### config.mk
export PLATFORM = sky130hd
export DESIGN_NAME = kmpt_cell
export DESIGN_NICKNAME = d
export VERILOG_FILES = /design/src/rtl/core/kmpt_pkg.sv /design/src/rtl/core/kmpt_cell.sv
export SDC_FILE = /design/constraint.sdc
export NUM_CORES = 1
export LEC_CHECK = 0
export ABC_AREA = 1
export BUFFER_PORTS_ARGS = -buffer_cell sky130_fd_sc_hd__buf_2
export CAP_MARGIN = 20
export CORE_MARGIN = 1.5
export CORE_UTILIZATION = 44
export CTS_CLUSTER_SIZE = 14
export DETAILED_ROUTE_END_ITERATION = 8
export HOLD_SLACK_MARGIN = 0.05
export PLACE_DENSITY_LB_ADDON = 0.25
export SLEW_MARGIN = 20
export SYNTH_ARGS = -nofsm -noshare
export SYNTH_HDL_FRONTEND = slang
export SYNTH_SLANG_ARGS = --single-unit
### constraint.sdc
create_clock -name clk -period 2 [get_ports clk]
set_clock_uncertainty 0.1 [all_clocks]
set_input_delay 0.4 -clock clk [delete_from_list [all_inputs] [get_ports clk]]
set_output_delay 0.4 -clock clk [all_outputs]
set_load 0.03 [all_outputs]
### src/rtl/core/kmpt_pkg.sv
// Shared types, constants and the entry ordering function for the keyed minimum priority table.
package kmpt_pkg;

  localparam int PRIO_W  = 32;
  localparam int CHUNK_W = 6;
  localparam int NODE_W  = 8;

  localparam logic KIND_INSERT = 1'b0;
  localparam logic KIND_ERASE  = 1'b1;

  typedef struct packed {
    logic                     valid;
    logic signed [PRIO_W-1:0] prio;
    logic [CHUNK_W-1:0]       lo;
    logic [CHUNK_W-1:0]       hi;
    logic [NODE_W-1:0]        node;
  } entry_t;

  typedef struct packed {
    logic del_en;
    logic ins_en;
  } cell_ctrl_t;

  // True if entry a orders strictly before entry b.
  function automatic logic entry_less(entry_t a, entry_t b);
    logic [PRIO_W+2*CHUNK_W+NODE_W-1:0] ka;
    logic [PRIO_W+2*CHUNK_W+NODE_W-1:0] kb;
    ka = {~a.prio[PRIO_W-1], a.prio[PRIO_W-2:0], a.lo, a.hi, a.node};
    kb = {~b.prio[PRIO_W-1], b.prio[PRIO_W-2:0], b.lo, b.hi, b.node};
    return ka < kb;
  endfunction

  function automatic logic key_equal(entry_t a, entry_t b);
    return (a.lo == b.lo) && (a.hi == b.hi) && (a.node == b.node);
  endfunction

endpackage

### src/rtl/core/kmpt_cell.sv
// One slot of the sorted entry chain with its key match and order compare.
module kmpt_cell
  import kmpt_pkg::*;
(
  input  logic       clk,
  input  logic       rst_n,
  input  cell_ctrl_t ctrl_i,
  input  entry_t     new_i,
  input  entry_t     left_i,
  input  logic       left_less_i,
  input  entry_t     right_i,
  input  logic       after_i,
  output entry_t     entry_o,
  output logic       match_o,
  output logic       less_o
);

  entry_t entry_r;
  entry_t entry_nxt;

  assign match_o = entry_r.valid && key_equal(entry_r, new_i);
  assign less_o  = !entry_r.valid || entry_less(new_i, entry_r);
  assign entry_o = entry_r;

  always_comb begin
    entry_nxt = entry_r;
    if (ctrl_i.del_en && after_i) begin
      entry_nxt = right_i;
    end else if (ctrl_i.ins_en && less_o) begin
      entry_nxt = left_less_i ? left_i : new_i;
    end
  end

  always_ff @(posedge clk) begin
    if (!rst_n) begin
      entry_r <= '0;
    end else begin
      entry_r <= entry_nxt;
    end
  end

endmodule

Yosys cells after proc, flatten, opt, wreduce, memory -nomap -nowiden:

Cells that the tools add are included.
W data, S select, Z words.

* order comparisons: 1
* equal/unequal tests: 3
* bitwise operators: 2
* multiplexer cells: 3
* reduce and logical (&&, ||, !) cells: 8

Operators with widths (number)
* $mux W53: 3
* $lt A52 B52 Y1: 1
* $eq A6 B6 Y1: 2
* $eq A8 B8 Y1: 1
* $logic_and A1 B1 Y1: 5
* $not A1 Y1: 2
* $reduce_bool A2 Y1: 1
* $logic_not A1 Y1: 1
* $logic_or A1 B1 Y1: 1

* input port bits: 165
* output and inout port bits: 55
* register bits: 53

Depth between registers and ports, before layout:

* depth in word-level cells: 6
* gate-level depth with buffers: 18

Worst setup path before layout:

OpenSTA, ideal clock, no wires.

* path type: register -> output
* from: reg entry_r, in the netlist entry_o[19]
* to: out match_o
* arrival: 2.090 ns
* path buffers: 0
* slack: -0.590 ns
* cell stages (with the launch flop): 7
* path through: dfxtp_1 inv_1 ha_1 nand2_1 nor2_2 nand2_1 nor4_1

* word-level cells in the longest chain between the ends: 4

RTL lines
* start: declaration: line kmpt_cell.sv:18 `entry_t entry_r;`
* start signal: assignment: line kmpt_cell.sv:38 `entry_r <= entry_nxt;`
* $eq A6 B6 Y1: line kmpt_pkg.sv:34 `return (a.lo == b.lo) && (a.hi == b.hi) && (a.node == b.node);`
* $logic_and A1 B1 Y1 (2 in series): line kmpt_pkg.sv:34
* $logic_and A1 B1 Y1: line kmpt_cell.sv:21 `assign match_o = entry_r.valid && key_equal(entry_r, new_i);`
* end: declaration: line kmpt_cell.sv:14 `output logic match_o,`

No other way between the ends.

Worst setup path after layout:

* from: reg entry_r, in the netlist entry_o[29]
* to: out less_o

* word-level cells in the longest chain between the ends: 2

RTL lines
* $lt A52 B52 Y1: line kmpt_pkg.sv:30 `return ka < kb;`
* $logic_or A1 B1 Y1: line kmpt_cell.sv:22 `assign less_o = !entry_r.valid || entry_less(new_i, entry_r);`
* end: declaration: line kmpt_cell.sv:15 `output logic less_o`

No other way between the ends.

==> metrics.cfg <==
[outcome]
outcome = finished with violations
failed_checks = setup timing

[synth]
yosysSeqAreaShare_pct = 21.4
synth_top_area_share_pct = 21.4
synth_cell_type_count = 28
async_reset_ff_share_pct = 0
syn_area_um2 = 4960
synth_largest_area_cell = dfxtp_1
syn_inst = 717
synth_nets = 934
yosysMostFrequentCell = nand2_1
ys_ff_latch = 53
synthTopCellsByCount = nand2_1, nor2_1, inv_1
avgSynthCellArea_um2 = 6.91
ys_warn_count = 0
netlist_top_cells_area = dfxtp_1, ha_1, nand2_1
synth_edf_count = 0
synth_ff_type = dfxtp_1

[final_layout]
largest_reg_flops = 53
drive_above_1_share_pct = 56.0
final_area_um2 = 7990
synthToLayoutAreaGrowth_pct = 61.1
nets = 1180
num_antenna_cells = 0

[power]
power_density_nw_per_um2 = 548
p_leak_nw = 3.92
irDropWorstVdd_v = 0.000525

[drt]
drtIter0Drc = 193
wl_mm = 16.0
viasPerCell = 5.02
drc = 0
drt_first_pass_iters = 4
vias = 5546
ant_nets = 0
routedWlPerCell_um = 14.5

[sta]
worst_pin_slew_ns = 0.799
holdWs_ns = 0.335
min_period_ns = 2.48
final-setup-viol-count = 55
max_slew_margin_pct = 46.8
slew_violations = 0
rsz0062_at_grt = yes
min_period_over_period_pct = 124
hold_violations = 0
max_freq_ghz = 0.403
fin_ws_ns = -0.478

[worst_setup_path]
cp-start-kind = register
rr_startpoint = entry_o[29]
crit_path_max_fanout = 2
arrival_ns = 1.98
path_cells = inv_4 > ha_4 > nand4_1 > nor3_4 > nand3_2 > nor2_1 > nand2_1 > nand3_2 > nand2_4 > buf_6
regToRegSetupSlack_ns = -0.45
endpoint = less_o
max_stage_delay_ns = 0.36
cp_slowest_cell = dfxtp_4
rr_worst_depth = 16
cpMostUsedCell = nand3_2
worstPathRequired_ns = 1.50
path_class = register to primary output
critPathLaunch = entry_o[29]
timing.rr.end = entry_o[35]
endpoint_kind = primary output

[floorplanning]
start_util_pct = 45.3
design.die.area_um2 = 11900
core-area_um2 = 10900
die_width_um = 109
boundaryPins = 220
rows = 38
die_y_um = 109

[grt]
grt_use_total_pct = 24.9
grt_max_degree = 106
grt_pass1_wl_mm = 23.5
antenna_found_initial = 0
grt_pass1_vias = 5022
grt_overflow = 0

[clock_tree]
cts_buffers = 5
cts_hold_buffers = 0
cts_sinks = 53
cts_tree = built
h-tree-depth = 2
clkLatencyLatePin_ns = 0.29
clk_path_buf_depth = 2
cts_root_buf = clkbuf_16
cts.reportedPaths.clkPinSlew_ns = 0.07

[placed_design]
gp_congestion = 0.789
numPortBuffers = 219
dp.final_hpwl_mm = 10.6
placed_area_um2 = 6960

[flow_run]
drv_cap = 0

[worst_hold_path]
holdCritPathClass = primary input to register

## worst min path at each step
stage | cells after the start | start | to
global placement | 4 | entry_o[30] | entry_o[30]
finish | 5 | right_i[8] | entry_o[8]
floorplan | 4 | entry_o[12] | entry_o[12]
detailed placement | 4 | entry_o[20] | entry_o[20]
global route | 5 | right_i[28] | entry_o[28]
CTS | 5 | right_i[2] | entry_o[2]
## report_power, final
group | internal (mW) | leakage [nW] | switching (mW)
clock network | 0.502 | 0.0712 | 0.402
registers | 1.18 | 0.469 | 0.0728
logic | 1.00 | 3.37 | 1.22
total | 2.68 | 3.92 | 1.69
## final cells by class
| type | count | area (µm²) |
|---|---|---|
| Multi-Input combinational cell | 549 | 4100 |
| Fill cell | 905 | 2950 |
| Timing Repair Buffer | 284 | 2050 |
| Sequential cell | 53 | 1230 |
| Inverter | 70 | 275 |
| Tap cell | 140 | 175 |
| Clock buffer | 8 | 146 |
## placed cells by master (no fill, tap or decap), types with 2 or more instances in the layout
cell / Yosys / routed
mux2i_1: 51 / 51
buf_6: 0 / 14
a21o_1: 2 / 2
o21a_1: 2 / 2
nand3_2: 1 / 41
nor2_1: 68 / 65
buf_16: 0 / 9
nand3_4: 0 / 2
a21oi_2: 50 / 53
a21oi_1: 24 / 21
ha_4: 0 / 31
dfxtp_2: 0 / 7
nand2_1: 169 / 151
ha_1: 52 / 21
clkbuf_16: 0 / 10
inv_1: 65 / 32
nor2_2: 2 / 2
buf_4: 0 / 28
buf_8: 0 / 2
dfxtp_1: 53 / 2
o21ai_1: 2 / 3
clkbuf_1: 18 / 2
dfxtp_4: 0 / 44
o21ai_0: 53 / 52
inv_4: 0 / 5
nand2_4: 2 / 7
nand3_1: 60 / 18
nor2_4: 2 / 5
inv_2: 5 / 33
buf_12: 6 / 10
buf_2: 17 / 216
nand2_2: 4 / 16
## what timing repair did
action / in CTS / in global routing
pin swaps: 16 / 47
cloned: 8 / 7
setup endpoints to repair: 55 / 55
setup buffers: 9 / 6
resized for setup: 36 / 68
## routing by layer
metal | GRT usage, % | vias to the layer above | share of wire [%]
met1 | 29.9 | 2497 | 42
met5 | 0 | - | 0
met2 | 46.1 | 156 | 51
met4 | 4.89 | 0 | 1.2
met3 | 4.42 | 14 | 5.6
li1 | - | 2879 | -
## critical path, delay by kind of cell, from the launching register on
family | cells | cell delay, ns
adder cells (fa/ha/maj) | 1 | 0.25
buffers and inverters | 2 | 0.19
flip-flops | 1 | 0.36
AND/OR/NAND/NOR | 7 | 0.89
## stage by stage
stage | power, mW | util (%) | setup TNS (ns) | setup WS, ns | std cells
2_1_floorplan | 2.53 | - | -3.58 | -0.0855 | 717
3_3_place_gp | 3.07 | 63.6 | -23.38 | -0.463 | 1069
3_5_place_dp | 3.10 | 63.6 | -21.47 | -0.447 | 1069
4_1_cts | 4.23 | 69.1 | -19.21 | -0.409 | 1094
5_1_grt | 4.65 | 73.0 | -28.76 | -0.558 | 1104
6_report | 4.37 | 73.0 | -23.12 | -0.478 | 1104
## kinds of logic (layout without fill, tap and decap cells)
logic type	count (synthesis)	after routing	synth area share (%)
multiplexers	51	51	10.3
AND/OR/NAND/NOR	312	312	26.5
flip-flops	53	53	21.4
buffers and inverters	115	362	11.1
adder cells (fa/ha/maj)	52	52	13.1
AO/OA/AOI/OAI	134	134	17.6
No activity file was read; power rests on OpenSTA's default activity.
