## config.mk

```make
export PLATFORM = sky130hd
export DESIGN_NAME = kmpt_prefix_or
export DESIGN_NICKNAME = d
export VERILOG_FILES = /design/src/rtl/core/kmpt_prefix_or.sv
export SDC_FILE = /design/constraint.sdc
export NUM_CORES = 1
export LEC_CHECK = 0
export BUFFER_PORTS_ARGS = -buffer_cell sky130_fd_sc_hd__clkbuf_2
export CAP_MARGIN = 30
export CORE_AREA = 2 2 201 203
export DETAILED_ROUTE_END_ITERATION = 8
export DIE_AREA = 0 0 203 205
export SYNTH_ARGS = -nofsm -noshare
export SYNTH_HDL_FRONTEND = slang
export SYNTH_SLANG_ARGS = --single-unit
```

## constraint.sdc

```tcl
create_clock -name vclk -period 2.8
set_clock_uncertainty 0.05 [all_clocks]
set_input_delay 0 -clock vclk [all_inputs]
set_output_delay 0 -clock vclk [all_outputs]
set_load 0.01 [all_outputs]
```

## src/rtl/core/kmpt_prefix_or.sv

```systemverilog
// Log-depth prefix OR that marks every slot at or after a matching slot.
module kmpt_prefix_or #(
  parameter int N = 256
) (
  input  logic [N-1:0] bits_i,
  output logic [N-1:0] prefix_o
);

  localparam int LEVELS = (N > 1) ? $clog2(N) : 1;

  logic [LEVELS:0][N-1:0] lvl;

  assign lvl[0] = bits_i;

  for (genvar k = 0; k < LEVELS; k++) begin : g_lvl
    for (genvar i = 0; i < N; i++) begin : g_bit
      if (i >= (1 << k)) begin : g_or
        assign lvl[k+1][i] = lvl[k][i] | lvl[k][i-(1<<k)];
      end else begin : g_pass
        assign lvl[k+1][i] = lvl[k][i];
      end
    end
  end

  assign prefix_o = lvl[LEVELS];

endmodule

```

# Yosys cells after proc, flatten, opt, wreduce, memory -nomap -nowiden
# Index checks and enable logic that the tools add are counted.
# op_classes
n_bitwise	1793
# op_table
operator	count
$or A1 B1 Y1	1793
# totals
output_inout_bits	256
in_bits	256
register_bits	0
elab_cells	1793

# Logic depth before layout (Yosys ltp)
# Gate-level depths: netlist of run 1.
# logic_depth
word_depth	8
ltp_mapped	9

# Least setup slack after synthesis of run 1
# OpenSTA, ideal clock, no wires.
# synth_path
path_kind	input to output
startpoint	input port bits_i[12]
endpoint	output port prefix_o[244]
required_time_ns	2.750
path_stages	8
arrival_ns	2.355
setup_slack_ns	0.395
n_path_buf	0
cell_sequence	nor4_1 > nand3_1 > nor4_4 > nand2_2 > nor3_4 > inv_2 > or4_4 > or3_1
# synth_between
elab_chain_len	8
# synth_rtl
element	line_no	text
start, declared	5	input logic [N-1:0] bits_i,
$or A1 B1 Y1 (8 in series)	18	assign lvl[k+1][i] = lvl[k][i] | lvl[k][i-(1<<k)];
end, declared	6	output logic [N-1:0] prefix_o
# Every way passes these cells.

# Final worst setup path of run 1
# layout_path
startpoint	input port bits_i[48]
endpoint	output port prefix_o[125]
# layout_between
elab_chain_len	7
# layout_rtl
element	line_no
$or A1 B1 Y1 (7 in series)	18
# Every way passes these cells.

==> results by group, run 1 <==
Power
  • Sw Ratio: roughly 62%
  • Sw power: 369 uW
  • Combinational share of power: 100.0%
  • Clock share of power: 0%
  • VDD IR max: between 0.00002 and 0.00003 V
  • Register share of total power: 0%
  • LEAKAGE: about 3.6 nW
  • PD cells: 64.8 nW/um2
  • Int Power: about 230 uW

GRT
  • Vias in the first global route: ~11,000
  • Pin count of the biggest net entering global routing: 14
  • First-pass GRT wire length: slightly below 80,000 um
  • Gr usage total: roughly 26%
  • Antenna violations before repair: 9
  • Overflow after GRT: 0

Timing
  • Period utilization: ~98%
  • Fmax: around 360 MHz
  • Slew @ Worst Pin: around 1 ns
  • Worst slew margin: 32.0%
  • Setup_tns: 0 ns
  • # setup viols final: 0
  • RSZ-0062 raised after global routing: true
  • Fin. Hold Viols: 0
  • Slew Limit Fails: 0
  • Min Clock Period, post-route: roughly 2.8 ns

Critical path
  • CP required: around 2.8 ns
  • CP Buf/Inv Count: 4
  • Worst-path cell chain: clkbuf_2, nor4_4, buf_4, nand4_1, nor4_2, buf_4, and4_1, nand2_1, or4_1, clkbuf_2
  • CP Max Fanout: 9
  • CP Class: input pin to output port
  • Crit path launch type: input pin
  • Crit path max-delay cell type: or4_1
  • CP Capture Type: output port
  • Top cell family by delay on the critical path: simple AND/OR/NAND/NOR gates
  • CP peak stage delay: between 0.5 and 0.6 ns
  • WP data arrival: around 2.7 ns

Layout
  • Most frequent cells in the layout: clkbuf_2 (512), buf_4 (163), nor2_1 (156)
  • Core Util, Final: 23.5%
  • Seq cells: 0
  • CLK BUF: 0
  • Storage cell area: 0 um2
  • Most common cell after layout, fill and taps aside: clkbuf_2
  • Layout Nets: between 1,500 and 2,000
  • Layout cells sized above 1: 47.6%
  • Area growth syn-to-layout: 97.1%

Detailed routing
  • # DRC: 0
  • Final ANT Viol Nets: 0
  • WL final: around 57,000 um
  • Drt via density: ~5.0
  • Router iterations before antenna repair: 5
  • WL per Instance: between 20 and 30 um
  • Vias after detailed routing: between 10,000 and 15,000
  • DRT iter0 DRCs: slightly below 800

Place
  • GP Congestion: around 1
  • Number of port buffers: slightly above 500
  • Dpl hpwl: roughly 53,000 um

Status
  • Status: complete, no violations

Floorplan
  • Initial Utilization: 11.9%
  • Core area: 39,400 um2
  • IO Count: ~510
  • Vert. Die Dim: between 200 and 250 um
  • # rows: 73
  • Horiz. Die Dim: approximately 200 um
  • Die Area: around 42,000 um2

Yosys
  • Yosys top cell by area: nor4_1
  • Post-synth cell types: 37
  • Synth warn: 0
  • Synth area leaders: nor4_1 (14%), nor2_1 (12%), nand2_1 (11%), nand3_1 (10%), nor3_1 (9.8%)
  • Net Count, Synth: about 1,100
  • Mapped Cells: 880
  • Yosys top cell area share: 13.7%
  • Mapped cell area: approximately 4700 um2
  • Register area share after synthesis: 0%
  • Avg Cell Area, Syn: between 5 and 6 um2

Worst hold path
  • Min-Delay Path Class: input pin to output port

Flow run
  • Max cap viols: 0
## area by class of cell
type	count	area [um2]
diodes	4	10.0
fillers	4687	30100
inverters	41	154
multi-input cells	830	4580
well taps	525	657
repair buffers	678	3850
## stage by stage
step	hold slack [ns]	instance area, um2	total power, mW	cells	worst slack (ns)
global placement	0.218	9160	0.582	2074	-0.0301
floorplan	0.0418	4690	0.131	880	0.395
finish	0.217	9240	0.599	2078	0.0449
global route	0.230	9240	0.640	2075	-0.0660
detailed placement	0.217	9160	0.582	2074	-0.0403
CTS	0.217	9170	0.585	2074	0.0106
## cell usage after synthesis, types with 8 or more instances
master    instances
nand2_1         141
nand3b_1          8
nand2b_1          8
nor4_1          103
nand4_1          72
nor4_2            9
nand3_1          98
and3_1           14
or2_2            18
or3_1            30
or4_1            18
nand4b_1         13
nor2_1          156
and4_1           13
nor3_1           92
inv_1            37
## power groups by stage
stage,Sequential [mW],Combinational (mW),Clock (mW)
after floorplan,0,0.131,0
after global placement,0,0.582,0
after detailed placement,0,0.582,0
after CTS,0,0.585,0
after global routing,0,0.640,0.0000000479
final,0,0.599,0.000000191
## final timing paths
| path | from | depth (start not counted) | endpoint |
|---|---|---|---|
| worst min-delay path | bits_i[0] | 2 | prefix_o[0] |
| worst max-delay path | bits_i[48] | 10 | prefix_o[125] |
## layer usage
metal / up-vias / track usage [%] / wire (um)
met5: - / 0 / 65
met1: 4861 / 26.8 / 19600
met3: 108 / 5.52 / 4880
met2: 655 / 50.2 / 29400
li1: 4722 / - / -
met4: 8 / 10.3 / 2890
## logic make-up after synthesis
family        Yosys count  synth area share [%]
simple gates          830                  95.9
buf+inv                50                  4.11
## what timing repair did
action,CTS,global route
resized for setup,1,11
hold buffers,0,0
setup endpoints to repair,1,41
pin swaps,0,4
setup buffers,0,0
No activity file was read; power rests on OpenSTA's default activity.
==> run 2, diff against run 1 <==
CORE_AREA = 2 2 198 200   (was 2 2 201 203)
DIE_AREA = 0 0 200 202   (was 0 0 203 205)
SLEW_MARGIN = 15   (was not set)
clock period = 2.52 ns   (was 2.8 ns; I/O delays follow)
==> run 2 against run 1 <==
Wire length is 2.6% higher. First-iteration DRC count is 9.8% lower. Combinational power is 28% higher. Critical path depth is 2 higher. Worst hold slack worse by 0.0090 ns. Sequential share of layout area stayed put. Clock-buffer cell count stayed put. Cell count is 6.0% higher. Utilization is 4.1 points higher. Non-clock buffer count is 132 higher. Global-route usage is 1.4 points higher. Critical path type unchanged. Critical endpoint is now prefix_o[200].
==> results by group, run 2 (synthesized netlist as in run 1, its figures left out) <==
Timing
  • Worst slew margin: 56.4% (+24 points)
  • # setup viols final: 0 (unchanged)
  • Slew Limit Fails: 0 (unchanged)
  • Period utilization: between 90% and 100%
  • Slew @ Worst Pin: 0.648 ns (-0.364 ns)
  • Setup_tns: 0 ns (unchanged)
  • Fin. Hold Viols: 0 (unchanged)
  • Fmax: ~400 MHz
  • RSZ-0062 raised after global routing: true
  • Min Clock Period, post-route: 2.49 ns

Critical path
  • CP required: 2.47 ns (-0.28 ns)
  • Worst-path cell chain: clkbuf_2, buf_4, nor4_2, nand4_1, buf_6, nor4_1, nand4_1, buf_4, nor3b_2, buf_6, nand2_1, clkbuf_2
  • Top cell family by delay on the critical path: simple AND/OR/NAND/NOR gates
  • CP Max Fanout: 4 (-5)
  • CP Capture Type: output port
  • Crit path launch type: input pin
  • Critical path startpoint: bits_i[32]
  • CP peak stage delay: 0.35 ns (-0.18 ns)
  • Crit path max-delay cell type: nor4_2
  • CP Buf/Inv Count: 6 (+2)
  • WP data arrival: 2.44 ns (-0.27 ns)
  • CP Class: input pin to output port

Floorplan
  • Vert. Die Dim: 202 um (-1.5%)
  • # rows: 72 (-1.4%)
  • Initial Utilization: 12.2% (+0.34 points)
  • Horiz. Die Dim: 200 um (-1.5%)
  • IO Count: 512 (unchanged)
  • Core area: 38,300 um2 (-2.7%)
  • Die Area: 40,400 um2 (-2.9%)

Detailed routing
  • Router iterations before antenna repair: 5 (unchanged)
  • Vias after detailed routing: 10,900 (+5.0%)
  • WL per Instance: 26.5 um (-3.2%)
  • Drt via density: 4.94 (-0.90%)
  • # DRC: 0 (unchanged)
  • DRT iter0 DRCs: 706 (-9.8%)
  • WL final: 58,400 um (+2.6%)
  • Final ANT Viol Nets: 0 (unchanged)

Status
  • Status: complete, no violations

GRT
  • Vias in the first global route: 11,100 (+3.8%)
  • Antenna violations before repair: 3 (-6)
  • Gr usage total: 27.2% (+1.4 points)
  • Pin count of the biggest net entering global routing: 13 (-1)
  • Overflow after GRT: 0 (unchanged)
  • First-pass GRT wire length: 78,400 um (+1.7%)

Layout
  • CLK BUF: 0 (unchanged)
  • Seq cells: 0 (unchanged)
  • Storage cell area: 0 um2 (unchanged)
  • Area growth syn-to-layout: 126%
  • Layout Nets: 1,939 (+7.3%)
  • Post-route cell area: 10,600 um2 (+14%)
  • Most common cell after layout, fill and taps aside: clkbuf_2
  • Most frequent cells in the layout: clkbuf_2 (500), buf_4 (286), nor2_1 (154)
  • Layout cells sized above 1: 54.0% (+6.4 points)
  • Fillcell total: 4,480 (-4.4%)

Worst hold path
  • Hold Path Origin: bits_i[0]
  • Min-Delay Path Class: input pin to output port

Power
  • PD cells: 72.7 nW/um2 (+12%)
  • LEAKAGE: 4.31 nW (+21%)
  • VDD IR max: 0.0000544 V (+93%)
  • Pwr Total: 769 uW (+28%)

Place
  • Dpl cell area: 10,000 um2 (+9.3%)
  • Dpl hpwl: 53,100 um (+0.89%)
  • Number of port buffers: 512 (unchanged)
  • GP Congestion: 0.981 (about the same)

Flow run
  • Max cap viols: 0 (unchanged)

CTS
  • Cts-stage hold buffer count: 0 (unchanged)
==> run 2: where the power goes <==
part | switching [mW] | internal, mW
Combinational | 0.442 | 0.327
Clock | 0 | 0.000000160
Sequential | 0 | 0
Total | 0.442 | 0.327
==> run 2: routing by layer <==
metal | share of wire [%] | global-route usage (%) | wire (um)
met5 | 0.022 | 0 | 13
met2 | 53 | 53.1 | 30900
met4 | 3.3 | 8.02 | 1940
met1 | 36 | 29.6 | 21000
met3 | 7.6 | 4.47 | 4460
==> run 2: final timing paths <==
path,cells after the start,slack [ns],to
worst max-delay path,12,0.03,prefix_o[200]
worst min-delay path,2,0.21,prefix_o[0]
==> run 2: cell type report <==
| type | instances | area [um2] | area share (%) |
|---|---|---|---|
| timing repair buffer | 810 | 4890 | 46.3 |
| antenna | 3 | 7.51 | 0.0710 |
| tap | 518 | 648 | 6.13 |
| multi-input combinational | 830 | 4880 | 46.1 |
| inverter | 41 | 154 | 1.45 |
==> run 2: per-stage QoR <==
step | utilization, % | cells | setup WS, ns | hold WS (ns)
final | 27.6 | 2202 | 0.0256 | 0.208
after global routing | 27.6 | 2200 | -0.100 | 0.227
after CTS | 26.4 | 2186 | -0.0696 | 0.207
after detailed placement | 26.2 | 2182 | -0.112 | 0.205
after global placement | 26.2 | 2182 | -0.0627 | 0.199
after floorplan | - | 880 | 0.115 | 0.0418
==> run 2: repair_timing <==
item | CTS | global route
cloned | 0 | 1
buffers inserted | 4 | 12
setup endpoints to repair | 33 | 98
pin swaps | 9 | 17
gates resized for setup | 11 | 78
==> run 3, diff against run 2 <==
--- a/constraint.sdc
+++ b/constraint.sdc
@@ -4,2 +4,2 @@
 set_output_delay 0 -clock vclk [all_outputs]
-set_load 0.01 [all_outputs]
+set_load 0.05 [all_outputs]
==> run 3 against run 2 <==
The run now ends with setup timing left. First-iteration DRC count decreased by 7.2%. Worst setup slack got worse by 0.18 ns. Sequential share of layout area unchanged. Fmax decreased by 6.7%. Via count increased by 4.1%. Sequential cell count unchanged. Critical endpoint is now prefix_o[244]. Largest power group unchanged. Highest routed layer unchanged.
==> results by group, run 3 (synthesized netlist as in run 1, its figures left out) <==
Status
  • Status: finished with violations
  • Failing checks: setup timing

Floorplan
  • Vert. Die Dim: 202 um (unchanged)
  • IO Count: 512 (unchanged)
  • # rows: 72 (unchanged)
  • Horiz. Die Dim: 200 um (unchanged)
  • Die Area: 40,400 um2 (unchanged)
  • Initial Utilization: 12.2% (unchanged)
  • Core area: 38,300 um2 (unchanged)

Layout
  • Layout Nets: 2,061 (+6.3%)
  • Most common cell after layout, fill and taps aside: clkbuf_2
  • Area growth syn-to-layout: 171%
  • Seq cells: 0 (unchanged)
  • Layout cells sized above 1: 62.3% (+8.3 points)
  • Core Util, Final: 33.2% (+5.6 points)
  • Most frequent cells in the layout: clkbuf_2 (431), buf_4 (398), nor2_1 (149)
  • CLK BUF: 0 (unchanged)
  • Storage cell area: 0 um2 (unchanged)

GRT
  • Antenna violations before repair: 3 (unchanged)
  • Pin count of the biggest net entering global routing: 12 (-1)
  • Vias in the first global route: 11,500 (+3.6%)
  • Overflow after GRT: 0 (unchanged)
  • Gr usage total: 25.2% (-2.1 points)
  • First-pass GRT wire length: 75,100 um (-4.1%)

Detailed routing
  • WL final: 54,200 um (-7.1%)
  • WL per Instance: 23.4 um (-12%)
  • Router iterations before antenna repair: 5 (unchanged)
  • # DRC: 0 (unchanged)
  • Final ANT Viol Nets: 0 (unchanged)
  • Drt via density: 4.88 (-1.3%)
  • DRT iter0 DRCs: 655 (-7.2%)
  • Vias after detailed routing: 11,300 (+4.1%)

Place
  • GP Congestion: 0.985 (+0.33%)
  • Number of port buffers: 512 (unchanged)
  • Dpl hpwl: 48,700 um (-8.3%)

Timing
  • Period utilization: 106% (+7.1 points)
  • Hold Slack: 0.300 ns (+0.0923 ns)
  • Min Clock Period, post-route: 2.67 ns (+0.180 ns)
  • Worst slew margin: 47.3% (-9.1 points)
  • Slew @ Worst Pin: 0.784 ns (+0.136 ns)
  • Fin. Hold Viols: 0 (unchanged)
  • Slew Limit Fails: 0 (unchanged)
  • # setup viols final: 4 (+4)
  • Fmax: 374 MHz (-6.7%)
  • Setup WS post-layout: -0.154 ns (-0.180 ns)
  • RSZ-0062 raised after global routing: true

Power
  • VDD IR max: 0.0000486 V (-11%)
  • PD cells: 68.3 nW/um2 (-6.1%)
  • LEAKAGE: 5.57 nW (+29%)

Critical path
  • WP data arrival: 2.62 ns (+0.18 ns)
  • Crit path launch type: input pin
  • CP Capture Type: output port
  • CP Class: input pin to output port
  • CP Max Fanout: 2 (-2)
  • CP required: 2.47 ns (about the same)

Worst hold path
  • Min-Delay Path Class: input pin to output port
  • Worst Hold Depth: 3 (+1)

CTS
  • Cts-stage hold buffer count: 0 (unchanged)

Flow run
  • Max cap viols: 0 (unchanged)
[run 3: repair_timing]
action                     4_1_cts  5_1_grt
pin swaps                       30       20
buffers inserted                22       22
setup endpoints to repair      112      113
cloned                           1        1
gates resized for setup        140      144
[run 3: cell type report]
| cell class | count | area (um2) |
|---|---|---|
| multi-input cells | 830 | 5530 |
| inverters | 41 | 156 |
| fillers | 4281 | 25600 |
| well taps | 518 | 648 |
| diodes | 1 | 2.50 |
| repair buffers | 932 | 6390 |
[run 3: worst paths after layout]
kind | endpoint | start | slack, ns
min | prefix_o[217] | bits_i[217] | 0.30
max | prefix_o[244] | bits_i[172] | -0.15
[run 3: where the power goes]
part / switching (mW) / internal, mW
Combinational: 0.471 / 0.397
Clock: 0 / 0.0000000531
Sequential: 0 / 0
[run 3: stage by stage]
stage,instances,setup slack [ns],TNS [ns],instance area (um2),total power [mW]
5_1_grt,2322,-0.291,-2.82,12700,0.920
3_3_place_gp,2280,-0.622,-24.48,11300,0.815
3_5_place_dp,2280,-0.605,-24.99,11300,0.815
4_1_cts,2303,-0.190,-1.60,12200,0.831
6_report,2322,-0.154,-0.189,12700,0.868
2_1_floorplan,880,-0.622,-27.73,5240,0.160
[run 3: worst max-delay path: stages]
cell and delay (ns):
clkbuf_2 0.10, nor4_1 0.35, buf_4 0.18, nand4_1 0.14
nor3_1 0.34, buf_4 0.17, nand4_1 0.16, or4_4 0.59
or3_4 0.39, clkbuf_16 0.19
[run 3: metal layers]
| metal | up-vias | global-route usage, % | wire, um |
|---|---|---|---|
| li1 | 5241 | - | - |
| met1 | 5376 | 29.2 | 20800 |
| met2 | 614 | 47.6 | 27700 |
| met3 | 87 | 3.02 | 3920 |
| met4 | 4 | 7.22 | 1790 |
| met5 | - | 0 | 36 |
